==> config.mk <==
export PLATFORM = sky130hd
export DESIGN_NAME = input_event_translator
export DESIGN_NICKNAME = d
export VERILOG_FILES = /design/src/design/iet_pkg.sv /design/src/design/iet_key_list.sv /design/src/design/input_event_translator.sv
export SDC_FILE = /design/constraint.sdc
export NUM_CORES = 1
export LEC_CHECK = 0
export BUFFER_PORTS_ARGS = -buffer_cell sky130_fd_sc_hd__buf_2
export CORE_ASPECT_RATIO = 0.8
export CORE_MARGIN = 10
export CORE_UTILIZATION = 54
export CTS_CLUSTER_DIAMETER = 80
export DETAILED_ROUTE_END_ITERATION = 8
export PLACE_DENSITY = 0.77
export SETUP_SLACK_MARGIN = 0.15
export SLEW_MARGIN = 20
export SYNTH_ARGS = -nofsm -noshare
export SYNTH_HDL_FRONTEND = slang
export SYNTH_SLANG_ARGS = --single-unit
==> constraint.sdc <==
create_clock -name clk -period 7.15 [get_ports clk]
set_input_delay 0.3575 -clock clk [delete_from_list [all_inputs] [get_ports clk]]
set_output_delay 0.3575 -clock clk [all_outputs]
set_load 0.02 [all_outputs]
==> src/design/iet_pkg.sv <==
// shared types, codes and key translation tables for the input event translator
package iet_pkg;

  localparam int KEY_SLOTS_DEF = 6;

  // event types
  localparam logic [15:0] TYPE_SYNC = 16'd0;
  localparam logic [15:0] TYPE_KEY  = 16'd1;
  localparam logic [15:0] TYPE_REL  = 16'd2;
  localparam logic [15:0] TYPE_ABS  = 16'd3;

  // axis codes
  localparam logic [15:0] AXIS_X     = 16'd0;
  localparam logic [15:0] AXIS_Y     = 16'd1;
  localparam logic [15:0] AXIS_WHEEL = 16'd8;

  // button codes
  localparam logic [15:0] BTN_LEFT   = 16'h110;
  localparam logic [15:0] BTN_RIGHT  = 16'h111;
  localparam logic [15:0] BTN_MIDDLE = 16'h112;
  localparam logic [15:0] BTN_TOUCH  = 16'h14a;

  // modifier key codes
  localparam logic [15:0] KEY_LSHIFT = 16'd42;
  localparam logic [15:0] KEY_RSHIFT = 16'd54;
  localparam logic [15:0] KEY_LCTRL  = 16'd29;
  localparam logic [15:0] KEY_RCTRL  = 16'd97;
  localparam logic [15:0] KEY_LALT   = 16'd56;
  localparam logic [15:0] KEY_RALT   = 16'd100;
  localparam logic [15:0] KEY_CAPS   = 16'd58;
  localparam logic [15:0] KEY_LMETA  = 16'd125;
  localparam logic [15:0] KEY_RMETA  = 16'd126;

  // other special key codes
  localparam logic [15:0] KEY_ESC   = 16'd1;
  localparam logic [15:0] KEY_ENTER = 16'd28;
  localparam logic [15:0] KEY_BKSP  = 16'd14;
  localparam logic [15:0] KEY_TAB   = 16'd15;
  localparam logic [15:0] KEY_SPACE = 16'd57;
  localparam logic [15:0] KEY_UP    = 16'd103;
  localparam logic [15:0] KEY_DOWN  = 16'd108;
  localparam logic [15:0] KEY_LEFT  = 16'd105;
  localparam logic [15:0] KEY_RIGHT = 16'd106;
  localparam logic [15:0] KEY_DEL   = 16'd111;

  // report kinds
  localparam logic [1:0] REPORT_NONE      = 2'd0;
  localparam logic [1:0] REPORT_POINTER   = 2'd1;
  localparam logic [1:0] REPORT_KEY       = 2'd2;
  localparam logic [1:0] REPORT_MALFORMED = 2'd3;

  // register byte address
  localparam logic [2:0] ADDR_ABS_MODE = 3'd0;

  localparam logic [7:0] ROW_TOP [10] = '{"q", "w", "e", "r", "t", "y", "u", "i", "o", "p"};
  localparam logic [7:0] ROW_MID [9]  = '{"a", "s", "d", "f", "g", "h", "j", "k", "l"};
  localparam logic [7:0] ROW_LOW [7]  = '{"z", "x", "c", "v", "b", "n", "m"};
  localparam logic [7:0] DIG_PLAIN [10] = '{"1", "2", "3", "4", "5", "6", "7", "8", "9", "0"};
  localparam logic [7:0] DIG_SHIFT [10] = '{"!", "@", "#", "$", "%", "^", "&", "*", "(", ")"};

  // request to the pressed-key list
  typedef struct packed {
    logic       en;
    logic       down;
    logic [7:0] key;
  } klist_req_t;

  // letters and digits; zero where the code is neither
  function automatic logic [8:0] ascii_code(input logic [15:0] code, input logic shift,
                                            input logic caps);
    logic [7:0] low;
    logic [7:0] sym;
    low = 8'd0;
    sym = 8'd0;
    if (code >= 16'd16 && code <= 16'd25) begin
      low = ROW_TOP[4'(code - 16'd16)];
    end else if (code >= 16'd30 && code <= 16'd38) begin
      low = ROW_MID[4'(code - 16'd30)];
    end else if (code >= 16'd44 && code <= 16'd50) begin
      low = ROW_LOW[3'(code - 16'd44)];
    end
    if (code >= 16'd2 && code <= 16'd11) begin
      sym = shift ? DIG_SHIFT[4'(code - 16'd2)] : DIG_PLAIN[4'(code - 16'd2)];
    end
    if (low != 8'd0) begin
      return {1'b0, low - ((shift || caps) ? 8'd32 : 8'd0)};
    end
    return {1'b0, sym};
  endfunction

  function automatic logic [8:0] special_code(input logic [15:0] code);
    case (code)
      KEY_ESC:              return 9'd27;
      KEY_ENTER:            return 9'd10;
      KEY_BKSP:             return 9'd8;
      KEY_TAB:              return 9'd9;
      KEY_SPACE:            return 9'd32;
      KEY_UP:               return 9'h100;
      KEY_DOWN:             return 9'h101;
      KEY_LEFT:             return 9'h102;
      KEY_RIGHT:            return 9'h103;
      KEY_DEL:              return 9'h106;
      KEY_LMETA, KEY_RMETA: return 9'h11c;
      default:              return 9'd0;
    endcase
  endfunction

endpackage

==> src/design/iet_key_list.sv <==
// pressed-key list with parallel match and swap-with-last removal
module iet_key_list #(
  parameter int KEY_SLOTS = iet_pkg::KEY_SLOTS_DEF,
  localparam int CW = $clog2(KEY_SLOTS + 1)
) (
  input  logic                clk,
  input  logic                rst,
  input  iet_pkg::klist_req_t req,
  output logic [CW-1:0]       count_next
);

  logic [7:0]    keys [KEY_SLOTS];
  logic [7:0]    keys_next [KEY_SLOTS];
  logic [CW-1:0] count;
  logic [CW-1:0] hit_idx;
  logic          hit_any;
  logic [CW-1:0] last;
  logic [7:0]    last_key;
  logic          do_add;
  logic          do_remove;

  // first matching live slot
  always_comb begin
    hit_any = 1'b0;
    hit_idx = '0;
    for (int i = KEY_SLOTS - 1; i >= 0; i--) begin
      if (CW'(i) < count && keys[i] == req.key) begin
        hit_any = 1'b1;
        hit_idx = CW'(i);
      end
    end
  end

  assign last = count - CW'(1);

  always_comb begin
    last_key = 8'd0;
    for (int i = 0; i < KEY_SLOTS; i++) begin
      if (CW'(i) == last) begin
        last_key = keys[i];
      end
    end
  end

  assign do_add    = req.down && !hit_any && (count < CW'(KEY_SLOTS));
  assign do_remove = !req.down && hit_any && (count != '0);

  always_comb begin
    count_next = count;
    for (int i = 0; i < KEY_SLOTS; i++) begin
      keys_next[i] = keys[i];
    end
    if (do_add) begin
      count_next = count + CW'(1);
      for (int i = 0; i < KEY_SLOTS; i++) begin
        if (CW'(i) == count) begin
          keys_next[i] = req.key;
        end
      end
    end else if (do_remove) begin
      count_next = last;
      for (int i = 0; i < KEY_SLOTS; i++) begin
        if (CW'(i) == hit_idx) begin
          keys_next[i] = last_key;
        end
        if (CW'(i) == last) begin
          keys_next[i] = 8'd0;
        end
      end
    end
  end

  always_ff @(posedge clk) begin
    if (rst) begin
      count <= '0;
      for (int i = 0; i < KEY_SLOTS; i++) begin
        keys[i] <= 8'd0;
      end
    end else if (req.en) begin
      count <= count_next;
      for (int i = 0; i < KEY_SLOTS; i++) begin
        keys[i] <= keys_next[i];
      end
    end
  end

endmodule

==> src/design/input_event_translator.sv <==
// top level of the input event translator
// Translates one input event (type, code, value) into exactly one report per transfer.
// An event is captured in an input register, decoded in one pass against the held
// pointer, button, modifier and pressed-key state, and the report is written to an
// output register in the same cycle the state is updated, so one event per clock is
// sustained while the output register drains; a report waits in the output register
// while the output side stalls. The input side keeps taking transfers while a report
// waits on the output side, until both registers are full. Sync events give a report
// of kind none. The absolute_mode register (byte address 0) selects whether pointer
// reports carry the stored absolute position or the relative deltas; write it only
// while no events are in flight.
module input_event_translator #(
  parameter int KEY_SLOTS = iet_pkg::KEY_SLOTS_DEF
) (
  input  logic         clk,
  input  logic         rst,
  // input events
  input  logic         s_axis_tvalid,
  output logic         s_axis_tready,
  input  logic [63:0]  s_axis_tdata,   // ev_type[15:0], ev_code[31:16], ev_value[63:32]
  // reports
  output logic         m_axis_tvalid,
  input  logic         m_axis_tready,
  output logic [103:0] m_axis_tdata,   // pos_x[31:0], pos_y[63:32], wheel_delta[79:64],
                                       // button_mask[82:80], abs_coords[83],
                                       // key_char[92:84], key_down[93],
                                       // modifier_mask[98:94], pressed_total[101:99]
  output logic [1:0]   m_axis_tuser,   // report_kind[1:0]
  // configuration
  input  logic         psel,
  input  logic         penable,
  input  logic         pwrite,
  input  logic [2:0]   paddr,
  input  logic [31:0]  pwdata,
  output logic [31:0]  prdata,
  output logic         pready
);

  localparam int CW = $clog2(KEY_SLOTS + 1);
  localparam logic ADDR_IDX0 = iet_pkg::ADDR_ABS_MODE[2];

  // configuration register
  logic absolute_mode;

  // input register
  logic        in_valid;
  logic [15:0] in_type;
  logic [15:0] in_code;
  logic [31:0] in_value;

  // output register
  logic         out_valid;
  logic [1:0]   out_kind;
  logic [101:0] out_data;

  // held state
  logic [31:0] abs_pos_x;
  logic [31:0] abs_pos_y;
  logic [2:0]  button_state;
  logic        shift_held;
  logic        ctrl_held;
  logic        alt_held;
  logic        meta_held;
  logic        caps_on;

  logic [31:0] abs_pos_x_next;
  logic [31:0] abs_pos_y_next;
  logic [2:0]  button_state_next;
  logic        shift_held_next;
  logic        ctrl_held_next;
  logic        alt_held_next;
  logic        meta_held_next;
  logic        caps_on_next;

  // decode results
  logic        out_advance;
  logic        fire;
  logic [1:0]  kind;
  logic        is_pointer;
  logic [31:0] dx;
  logic [31:0] dy;
  logic [15:0] wheel;
  logic [8:0]  key_char;
  logic        key_listed;
  logic        down;
  logic        is_mod;
  logic [2:0]  btn_bit;
  logic [CW-1:0] count_next;
  iet_pkg::klist_req_t klist_req;

  // register access, always ready
  assign pready = 1'b1;
  assign prdata = (paddr[2] == ADDR_IDX0) ? {31'd0, absolute_mode} : 32'd0;

  always_ff @(posedge clk) begin
    if (rst) begin
      absolute_mode <= 1'b0;
    end else if (psel && penable && pwrite && pready && paddr[2] == ADDR_IDX0) begin
      absolute_mode <= pwdata[0];
    end
  end

  // handshake: the decode step moves when the output register is empty or drained
  assign out_advance   = !out_valid || m_axis_tready;
  assign fire          = in_valid && out_advance;
  assign s_axis_tready = !in_valid || out_advance;

  always_ff @(posedge clk) begin
    if (rst) begin
      in_valid <= 1'b0;
    end else if (s_axis_tready) begin
      in_valid <= s_axis_tvalid;
    end
  end

  always_ff @(posedge clk) begin
    if (s_axis_tready && s_axis_tvalid) begin
      in_type  <= s_axis_tdata[15:0];
      in_code  <= s_axis_tdata[31:16];
      in_value <= s_axis_tdata[63:32];
    end
  end

  // decode one event
  always_comb begin
    kind              = iet_pkg::REPORT_NONE;
    is_pointer        = 1'b0;
    dx                = 32'd0;
    dy                = 32'd0;
    wheel             = 16'd0;
    key_char          = 9'd0;
    key_listed        = 1'b0;
    down              = (in_value != 32'd0);
    is_mod            = 1'b0;
    btn_bit           = 3'd0;
    abs_pos_x_next    = abs_pos_x;
    abs_pos_y_next    = abs_pos_y;
    button_state_next = button_state;
    shift_held_next   = shift_held;
    ctrl_held_next    = ctrl_held;
    alt_held_next     = alt_held;
    meta_held_next    = meta_held;
    caps_on_next      = caps_on;

    case (in_type)
      iet_pkg::TYPE_SYNC: begin
        kind = iet_pkg::REPORT_NONE;
      end
      iet_pkg::TYPE_REL: begin
        case (in_code)
          iet_pkg::AXIS_X:     begin is_pointer = 1'b1; dx = in_value; end
          iet_pkg::AXIS_Y:     begin is_pointer = 1'b1; dy = in_value; end
          iet_pkg::AXIS_WHEEL: begin is_pointer = 1'b1; wheel = in_value[15:0]; end
          default:             kind = iet_pkg::REPORT_MALFORMED;
        endcase
      end
      iet_pkg::TYPE_ABS: begin
        case (in_code)
          iet_pkg::AXIS_X: begin is_pointer = 1'b1; abs_pos_x_next = in_value; end
          iet_pkg::AXIS_Y: begin is_pointer = 1'b1; abs_pos_y_next = in_value; end
          default:         kind = iet_pkg::REPORT_MALFORMED;
        endcase
      end
      iet_pkg::TYPE_KEY: begin
        case (in_code)
          iet_pkg::BTN_LEFT, iet_pkg::BTN_TOUCH: btn_bit = 3'b001;
          iet_pkg::BTN_RIGHT:                    btn_bit = 3'b010;
          iet_pkg::BTN_MIDDLE:                   btn_bit = 3'b100;
          default:                               btn_bit = 3'b000;
        endcase
        if (btn_bit != 3'd0) begin
          // button press or release
          is_pointer        = 1'b1;
          button_state_next = down ? (button_state | btn_bit) : (button_state & ~btn_bit);
        end else begin
          // modifier tracking
          case (in_code)
            iet_pkg::KEY_LSHIFT, iet_pkg::KEY_RSHIFT: begin
              shift_held_next = down;
              is_mod          = 1'b1;
            end
            iet_pkg::KEY_LCTRL, iet_pkg::KEY_RCTRL: begin
              ctrl_held_next = down;
              is_mod         = 1'b1;
            end
            iet_pkg::KEY_LALT, iet_pkg::KEY_RALT: begin
              alt_held_next = down;
              is_mod        = 1'b1;
            end
            iet_pkg::KEY_CAPS: begin
              // caps lock toggles on press only
              caps_on_next = down ? !caps_on : caps_on;
              is_mod       = 1'b1;
            end
            iet_pkg::KEY_LMETA, iet_pkg::KEY_RMETA: begin
              meta_held_next = down;
            end
            default: begin
            end
          endcase
          // modifier keys carry no ascii code, so the held state before the event serves
          key_char = iet_pkg::ascii_code(in_code, shift_held, caps_on);
          if (key_char == 9'd0) begin
            key_char = iet_pkg::special_code(in_code);
          end
          if (key_char == 9'd0 && !is_mod) begin
            kind = iet_pkg::REPORT_MALFORMED;
          end else begin
            kind       = iet_pkg::REPORT_KEY;
            key_listed = 1'b1;
          end
        end
      end
      default: begin
        kind = iet_pkg::REPORT_MALFORMED;
      end
    endcase

    if (is_pointer) begin
      kind = iet_pkg::REPORT_POINTER;
    end
  end

  // pressed-key list is touched only by a decodable key transfer
  assign klist_req.en   = fire && key_listed;
  assign klist_req.down = down;
  assign klist_req.key  = in_code[7:0];

  iet_key_list #(
    .KEY_SLOTS (KEY_SLOTS)
  ) u_key_list (
    .clk        (clk),
    .rst        (rst),
    .req        (klist_req),
    .count_next (count_next)
  );

  // state update on each decoded transfer
  always_ff @(posedge clk) begin
    if (rst) begin
      abs_pos_x    <= 32'd0;
      abs_pos_y    <= 32'd0;
      button_state <= 3'd0;
      shift_held   <= 1'b0;
      ctrl_held    <= 1'b0;
      alt_held     <= 1'b0;
      meta_held    <= 1'b0;
      caps_on      <= 1'b0;
    end else if (fire) begin
      abs_pos_x    <= abs_pos_x_next;
      abs_pos_y    <= abs_pos_y_next;
      button_state <= button_state_next;
      shift_held   <= shift_held_next;
      ctrl_held    <= ctrl_held_next;
      alt_held     <= alt_held_next;
      meta_held    <= meta_held_next;
      caps_on      <= caps_on_next;
    end
  end

  // output register
  always_ff @(posedge clk) begin
    if (rst) begin
      out_valid <= 1'b0;
    end else if (out_advance) begin
      out_valid <= in_valid;
    end
  end

  always_ff @(posedge clk) begin
    if (fire) begin
      out_kind <= kind;
      if (kind == iet_pkg::REPORT_POINTER) begin
        // absolute mode reports the stored position after this event
        out_data <= {3'd0, 5'd0, 1'b0, 9'd0, absolute_mode, button_state_next, wheel,
                     absolute_mode ? abs_pos_y_next : dy,
                     absolute_mode ? abs_pos_x_next : dx};
      end else if (kind == iet_pkg::REPORT_KEY) begin
        out_data <= {3'(count_next),
                     meta_held_next, alt_held_next, ctrl_held_next, caps_on_next,
                     shift_held_next,
                     down, key_char, 1'b0, 3'd0, 16'd0, 32'd0, 32'd0};
      end else begin
        out_data <= '0;
      end
    end
  end

  assign m_axis_tvalid = out_valid;
  assign m_axis_tuser  = out_kind;
  assign m_axis_tdata  = {2'b00, out_data};

endmodule

==> results of run 1 <==
worst paths after layout:
| kind | start | endpoint | slack (ps) | cells past startpoint |
|---|---|---|---|---|
| hold / removal | pwdata[0] | absolute_mode | 20 | 3 |
| hold reg to reg | abs_pos_y[9] | abs_pos_y[9] | 450 | 2 |
| setup / recovery | in_code[1] | u_key_list.keys[0][27] | 2070 | 13 |
| setup reg to reg | in_code[1] | u_key_list.keys[0][27] | 2070 | 13 |
per-layer routing:
metal	share of wire [%]	track usage, %
met5	0	0
met4	1.9	5.599
met3	9.2	4.377
met1	42	32.85
met2	47	37.51
power by group:
| group | total (mW) | internal [mW] | switching (mW) | leakage (nW) |
|---|---|---|---|---|
| Sequential | 1.95 | 1.89 | 0.0539 | 2.65 |
| Combinational | 0.278 | 0.0960 | 0.182 | 2.79 |
| Clock | 1.47 | 0.826 | 0.648 | 0.445 |
| Total | 3.70 | 2.81 | 0.884 | 5.89 |
state kept, by name, indices dropped and copies added (netlist names), 2 cells and up:
| register | count |
|---|---|
| abs_pos_x | 32 |
| in_value | 32 |
| u_key_list.keys | 48 |
| abs_pos_y | 32 |
| u_key_list.count | 3 |
| in_code | 16 |
| m_axis_tuser | 2 |
| in_type | 16 |
| out_data | 102 |
| button_state | 3 |
area by class of cell:
type	instances	area (sq um)
inverters	21	81.33
clock inverters	10	96.34
repair buffers	259	1654
well taps	324	405.4
clock buffers	42	813.3
flip-flops and latches	294	8048
fillers	1933	8895
multi-input cells	907	5381
tightest hold or removal path, delay by kind of cell:
kind / cells / cell delay, ps
and+or+nand+nor: 1 / 70
buffers and inverters: 1 / 70
muxes: 1 / 50
cells in the final DEF (no fill, tap or decap), drive strengths merged, types with 4 or more instances in the layout:
master / count
conb: 34
nor2: 100
nand3: 18
nand4: 15
buf: 196
nor2b: 12
dlygate4sd3: 63
a31oi: 7
xnor2: 36
o21ai: 25
nor3: 25
dfxtp: 78
clkbuf: 42
and3: 9
edfxtp: 216
a21oi: 152
or3: 6
a211oi: 4
o221ai: 4
o211ai: 5
mux2i: 7
a222oi: 8
inv: 23
ha: 19
xor2: 20
and2: 25
a22o: 64
nand2: 208
a221oi: 9
nand2b: 12
nor4: 26
clkinv: 6
per-stage QoR:
step	instances	utilization (%)
2_1_floorplan	1339	-
3_3_place_gp	1742	58.83
3_5_place_dp	1742	58.85
4_1_cts	1856	64.88
5_1_grt	1857	64.95
6_report	1857	64.95
timing repair:
action,4_1_cts,5_1_grt
endpoints found under the hold margin,62,1
hold buffers,62,1
buffers inserted,0,0
cells in the mapped netlist, types with 12 or more instances:
library cell,n,area [sq um]
o21ai_0,24,120.1
xor2_1,20,175.2
buf_4,34,255.2
nor4_1,24,150.1
nor3_1,24,120.1
inv_1,18,67.56
ha_1,19,237.7
nand3_1,18,90.09
nor2b_1,12,75.07
nor2_1,99,371.6
a21oi_1,152,760.7
clkbuf_1,48,180.2
a22o_1,64,560.5
xnor2_1,36,315.3
nand2b_1,12,75.07
dfxtp_1,78,1562
buf_2,26,130.1
edfxtp_1,216,6486
nand2_1,206,773.2
nand4_1,13,81.33
and2_1,23,143.9
cells by family after synthesis:
logic type | count (synthesis) | synth area share (%)
muxes | 10 | 0.8236
DFF | 294 | 57.58
buffers and inverters | 138 | 5.120
xor gates and xnor gates | 56 | 3.509
AOI/OAI and AO/OA | 316 | 15.22
adders and majority gates | 19 | 1.701
and+or+nand+nor | 472 | 16.00
other | 2 | 0.05373
==> impl_metrics.env, run 1 <==
export IMPL_portBuffers=179
export IMPL_synthCells=1307
export IMPL_die_x_um=199.9
export IMPL_firstDrtPassIters=6
export IMPL_yosys_warnings=0
export IMPL_wl_per_cell_um=21.63
export IMPL_grt_pass1_vias=10600
export IMPL_setup_violations=0
export IMPL_path_class="reg2reg"
export IMPL_synthArstFlopShare_pct=0
export IMPL_placed_area_sq_um=14930
export IMPL_finalClockSkew_ps=26.86
export IMPL_relSlewSlack_pct=33.47
export IMPL_drcViolationCount=0
export IMPL_yosysSeqAreaShare_pct=57.58
export IMPL_cp_end_kind="flip-flop"
export IMPL_cts_tree="built"
export IMPL_die_h_um=163.9
export IMPL_power_density_nw_per_um2=224.4
export IMPL_overflow=0
export IMPL_cts_resized=0
export IMPL_worstMarginPinSlew_ps=997.9
export IMPL_syn_area_sq_um=13980
export IMPL_n_antenna_cell=0
export IMPL_grt_setup_unrepaired="no"
export IMPL_yosys_register_bits=294
export IMPL_critPathMaxFanout=23
export IMPL_worst_slack_ps=2067
export IMPL_area_growth_pct=17.90
export IMPL_path_cells="inv_1, ha_1, or3b_2, nand4_4, and3_1, ha_1, nand2_1, nor2_1, o22a_1, and4_4, a41o_4, nor2_1, a31o_1"
export IMPL_p_total_mw=3.698
export IMPL_cp_top_family="simple AND/OR/NAND/NOR gates"
export IMPL_required_ps=7350
export IMPL_cts_buffer_depth=3
export IMPL_clkSlewWorstSetupHoldPaths_ps=70
export IMPL_stdcell_area_sq_um=16480
export IMPL_initial_utilization_pct=55.08
export IMPL_slowest_stage="edfxtp_1"
export IMPL_finalSetupTns_ps=0
export IMPL_start_kind="flip-flop"
export IMPL_synth_edf_count=216
export IMPL_hold_viol_final=0
export IMPL_clock_latency_ps=560
export IMPL_core_sq_um=25370
export IMPL_vias=11100
export IMPL_num_rows=52
export IMPL_cp_arrival_ps=5290
export IMPL_clock_fmax_mhz=196.7
export IMPL_status="completed"
export IMPL_drv_cap=0
export IMPL_drive_above_1_share_pct=17.94
export IMPL_min_path_type="in2reg"
export IMPL_finalMaxSlewViolations=0
export IMPL_hpwl_mm=26.41
export IMPL_cp_slowest_stage_delay_ps=920
export IMPL_post_route_period_util_pct=71.09
export IMPL_hold_ws_ps=24.52
export IMPL_ys_types=85
export IMPL_grtUsageTotal_pct=23.59
export IMPL_synth_avg_cell_area_sq_um=10.69
export IMPL_grt_max_degree=80
export IMPL_antenna_found_initial=0
export IMPL_finalCriticalPeriod_ps=5083
export IMPL_vdd_ir_drop_max_uv=180.0
export IMPL_fin_nets=1636
export IMPL_place_ws_ps=2119
export IMPL_place_gp_congestion=0.9772
export IMPL_crit_buf_inv=1
export IMPL_fp_dieArea_sq_um=32760
export IMPL_cts_buffers=28
export IMPL_ioPinCount=247
export IMPL_routed_via_density=5.976
export IMPL_grt_pass1_wl_mm=61.02
export IMPL_antenna_left=0
export IMPL_clock_sinks=294
export IMPL_root_buffer="clkbuf_16"
export IMPL_drtIter0Drc=1306
export IMPL_synth_main_ff_cell="edfxtp_1"
export IMPL_cts_max_level=1
export IMPL_power_leakage_nw=5.886
export IMPL_routed_wl_mm=40.16
Note: power is estimated with default switching activity, not from simulation.
==> inputs of run 2 (changes only) <==
- clock period: 7.15 -> 4.87 ns (I/O delays scaled with it)
==> run 2 against run 1 <==
- highest routed layer unchanged
- count of clock-buffer cells in the layout fell by 6
- via count up 1.5%
- largest power group unchanged
- critical path depth unchanged
- die area stayed put
- combinational power increased by 54%
- clock skew decreased by 3.3 ps
- sequential power up 46%
- worst hold slack improved by 29 ps
- global-route usage up 0.39 points
- setup slack got worse by 1600 ps
- wire length grew 0.95%
==> impl_metrics.env, run 2 (synthesis gave the netlist of run 1 again) <==
export IMPL_cts_buffer_depth=3
export IMPL_drtIter0Drc=1266
export IMPL_hpwl_mm=27.42
export IMPL_n_fill_cell=1929
export IMPL_slowest_stage="edfxtp_1"
export IMPL_p_switching_mw=1.296
export IMPL_routed_via_density=5.995
export IMPL_start_kind="flip-flop"
export IMPL_portBuffers=179
export IMPL_antenna_left=0
export IMPL_multi_input_area_sq_um=5369
export IMPL_ioPinCount=247
export IMPL_cts_hold_buf=67
export IMPL_routed_wl_mm=40.55
export IMPL_fp_dieArea_sq_um=32760
export IMPL_cts_resized=0
export IMPL_cts_max_level=1
export IMPL_p_int_mw=4.078
export IMPL_finalCriticalPeriod_ps=4375
export IMPL_antenna_found_initial=1
export IMPL_layout_common_cells="edfxtp_1 (216), nand2_1 (206), buf_2 (179)"
export IMPL_cp_slowest_stage_delay_ps=590
export IMPL_largest_register_ffs=102
export IMPL_clock_latency_ps=560
export IMPL_grt_max_degree=65
export IMPL_overflow=0
export IMPL_cp_arrival_ps=4580
export IMPL_area_growth_pct=18.83
export IMPL_power_leakage_nw=5.962
export IMPL_seqCellArea_sq_um=8048
export IMPL_clock_fmax_mhz=228.6
export IMPL_status="completed"
export IMPL_finalMaxSlewViolations=0
export IMPL_finalClockSkew_ps=23.59
export IMPL_drv_cap=0
export IMPL_regMostFlops="out_data"
export IMPL_relSlewSlack_pct=29.60
export IMPL_power_frac_comb_pct=8.0
export IMPL_core_sq_um=25370
export IMPL_worst_slack_ps=494.6
export IMPL_required_ps=5070
export IMPL_clock_sinks=294
export IMPL_critPathMaxFanout=23
export IMPL_wl_per_cell_um=21.58
export IMPL_finalSetupTns_ps=0
export IMPL_fin_nets=1657
export IMPL_worstMarginPinSlew_ps=1056
export IMPL_path_cells="inv_1, ha_1, or3b_2, nand4_4, and3_1, ha_1, nand2_1, nor2_1, o22a_1, and4_4, a41o_4, nor2_1, a31o_1"
export IMPL_cts_tree="built"
export IMPL_die_h_um=163.9
export IMPL_mostFrequentLayoutCell="edfxtp_1"
export IMPL_cp_end_kind="flip-flop"
export IMPL_vias=11270
export IMPL_grtUsageTotal_pct=23.98
export IMPL_hold_viol_final=0
export IMPL_swShare_pct=24.12
export IMPL_clkSlewWorstSetupHoldPaths_ps=60
export IMPL_vdd_ir_drop_max_uv=284.9
export IMPL_reg_top3="out_data: 102 flops, u_key_list.keys: 48 flops"
export IMPL_initial_utilization_pct=55.08
export IMPL_clockPowerShare_pct=39.0
export IMPL_sequentialPowerShare_pct=53.0
export IMPL_grt_pass1_wl_mm=62.15
export IMPL_place_gp_congestion=0.9575
export IMPL_grt_setup_unrepaired="no"
export IMPL_cts_buffers=28
export IMPL_post_cts_buffers=0
export IMPL_drive_above_1_share_pct=18.73
export IMPL_setup_violations=0
export IMPL_place_ws_ps=562.9
export IMPL_drcViolationCount=0
export IMPL_path_class="reg2reg"
export IMPL_min_path_type="in2reg"
export IMPL_num_rows=52
export IMPL_die_x_um=199.9
export IMPL_power_density_nw_per_um2=323.6
export IMPL_grt_pass1_vias=10980
export IMPL_post_route_period_util_pct=89.84
export IMPL_root_buffer="clkbuf_16"
export IMPL_firstDrtPassIters=8
-- run 2: layer usage --
| layer | vias up | global-route usage [%] | routed length [um] |
|---|---|---|---|
| met5 | - | 0 | 0 |
| met4 | 0 | 7.764 | 1179 |
| met3 | 92 | 5.850 | 4428 |
| met2 | 648 | 37.20 | 18560 |
| met1 | 5389 | 32.50 | 16380 |
| li1 | 5136 | - | - |
-- run 2: power groups by stage --
stage	sequential [mW]	combinational [mW]	clock (mW)
finish	2.85	0.428	2.10
global route	2.86	0.459	2.22
CTS	2.85	0.421	2.12
detailed placement	2.90	0.378	0
global placement	2.90	0.376	0
floorplan	2.93	0.209	0
-- run 2: final timing paths --
path / start / end / slack [ps] / depth (start not counted)
setup / recovery: in_code[0] / u_key_list.keys[0][7] / 490 / 13
hold / removal: pwrite / absolute_mode / 50 / 4
setup reg to reg: in_code[0] / u_key_list.keys[0][7] / 490 / 13
hold reg to reg: abs_pos_x[26] / abs_pos_x[26] / 450 / 2
-- run 2: per-stage QoR --
| stage | power (mW) | hold WS [ps] | area, sq um | std cells | util (%) |
|---|---|---|---|---|---|
| 4_1_cts | 5.384 | 33.95 | 16610 | 1878 | 65.44 |
| 6_report | 5.374 | 53.21 | 16610 | 1879 | 65.45 |
| 5_1_grt | 5.534 | 74.64 | 16610 | 1879 | 65.45 |
| 2_1_floorplan | 3.142 | 342.4 | 14100 | 1339 | - |
| 3_3_place_gp | 3.274 | 420.5 | 15050 | 1759 | 59.33 |
| 3_5_place_dp | 3.280 | 421.6 | 15050 | 1759 | 59.33 |
-- run 2: area by class of cell --
| cell class | count | share of cell area (%) |
|---|---|---|
| multi-input combinational | 907 | 32.33 |
| tap | 324 | 2.441 |
| clock inverter | 16 | 0.7835 |
| inverter | 21 | 0.4897 |
| timing repair buffer | 280 | 10.97 |
| sequential | 294 | 48.46 |
| antenna | 1 | 0.01507 |
| clock buffer | 36 | 4.520 |
-- run 2: critical path: cells and delay by family (launching register included) --
kind	cells	cell delay, ps
AND/OR/NAND/NOR	7	1640
buffers and inverters	1	220
AO/OA/AOI/OAI	3	1000
flip-flops	1	590
adder cells (fa/ha/maj)	2	580
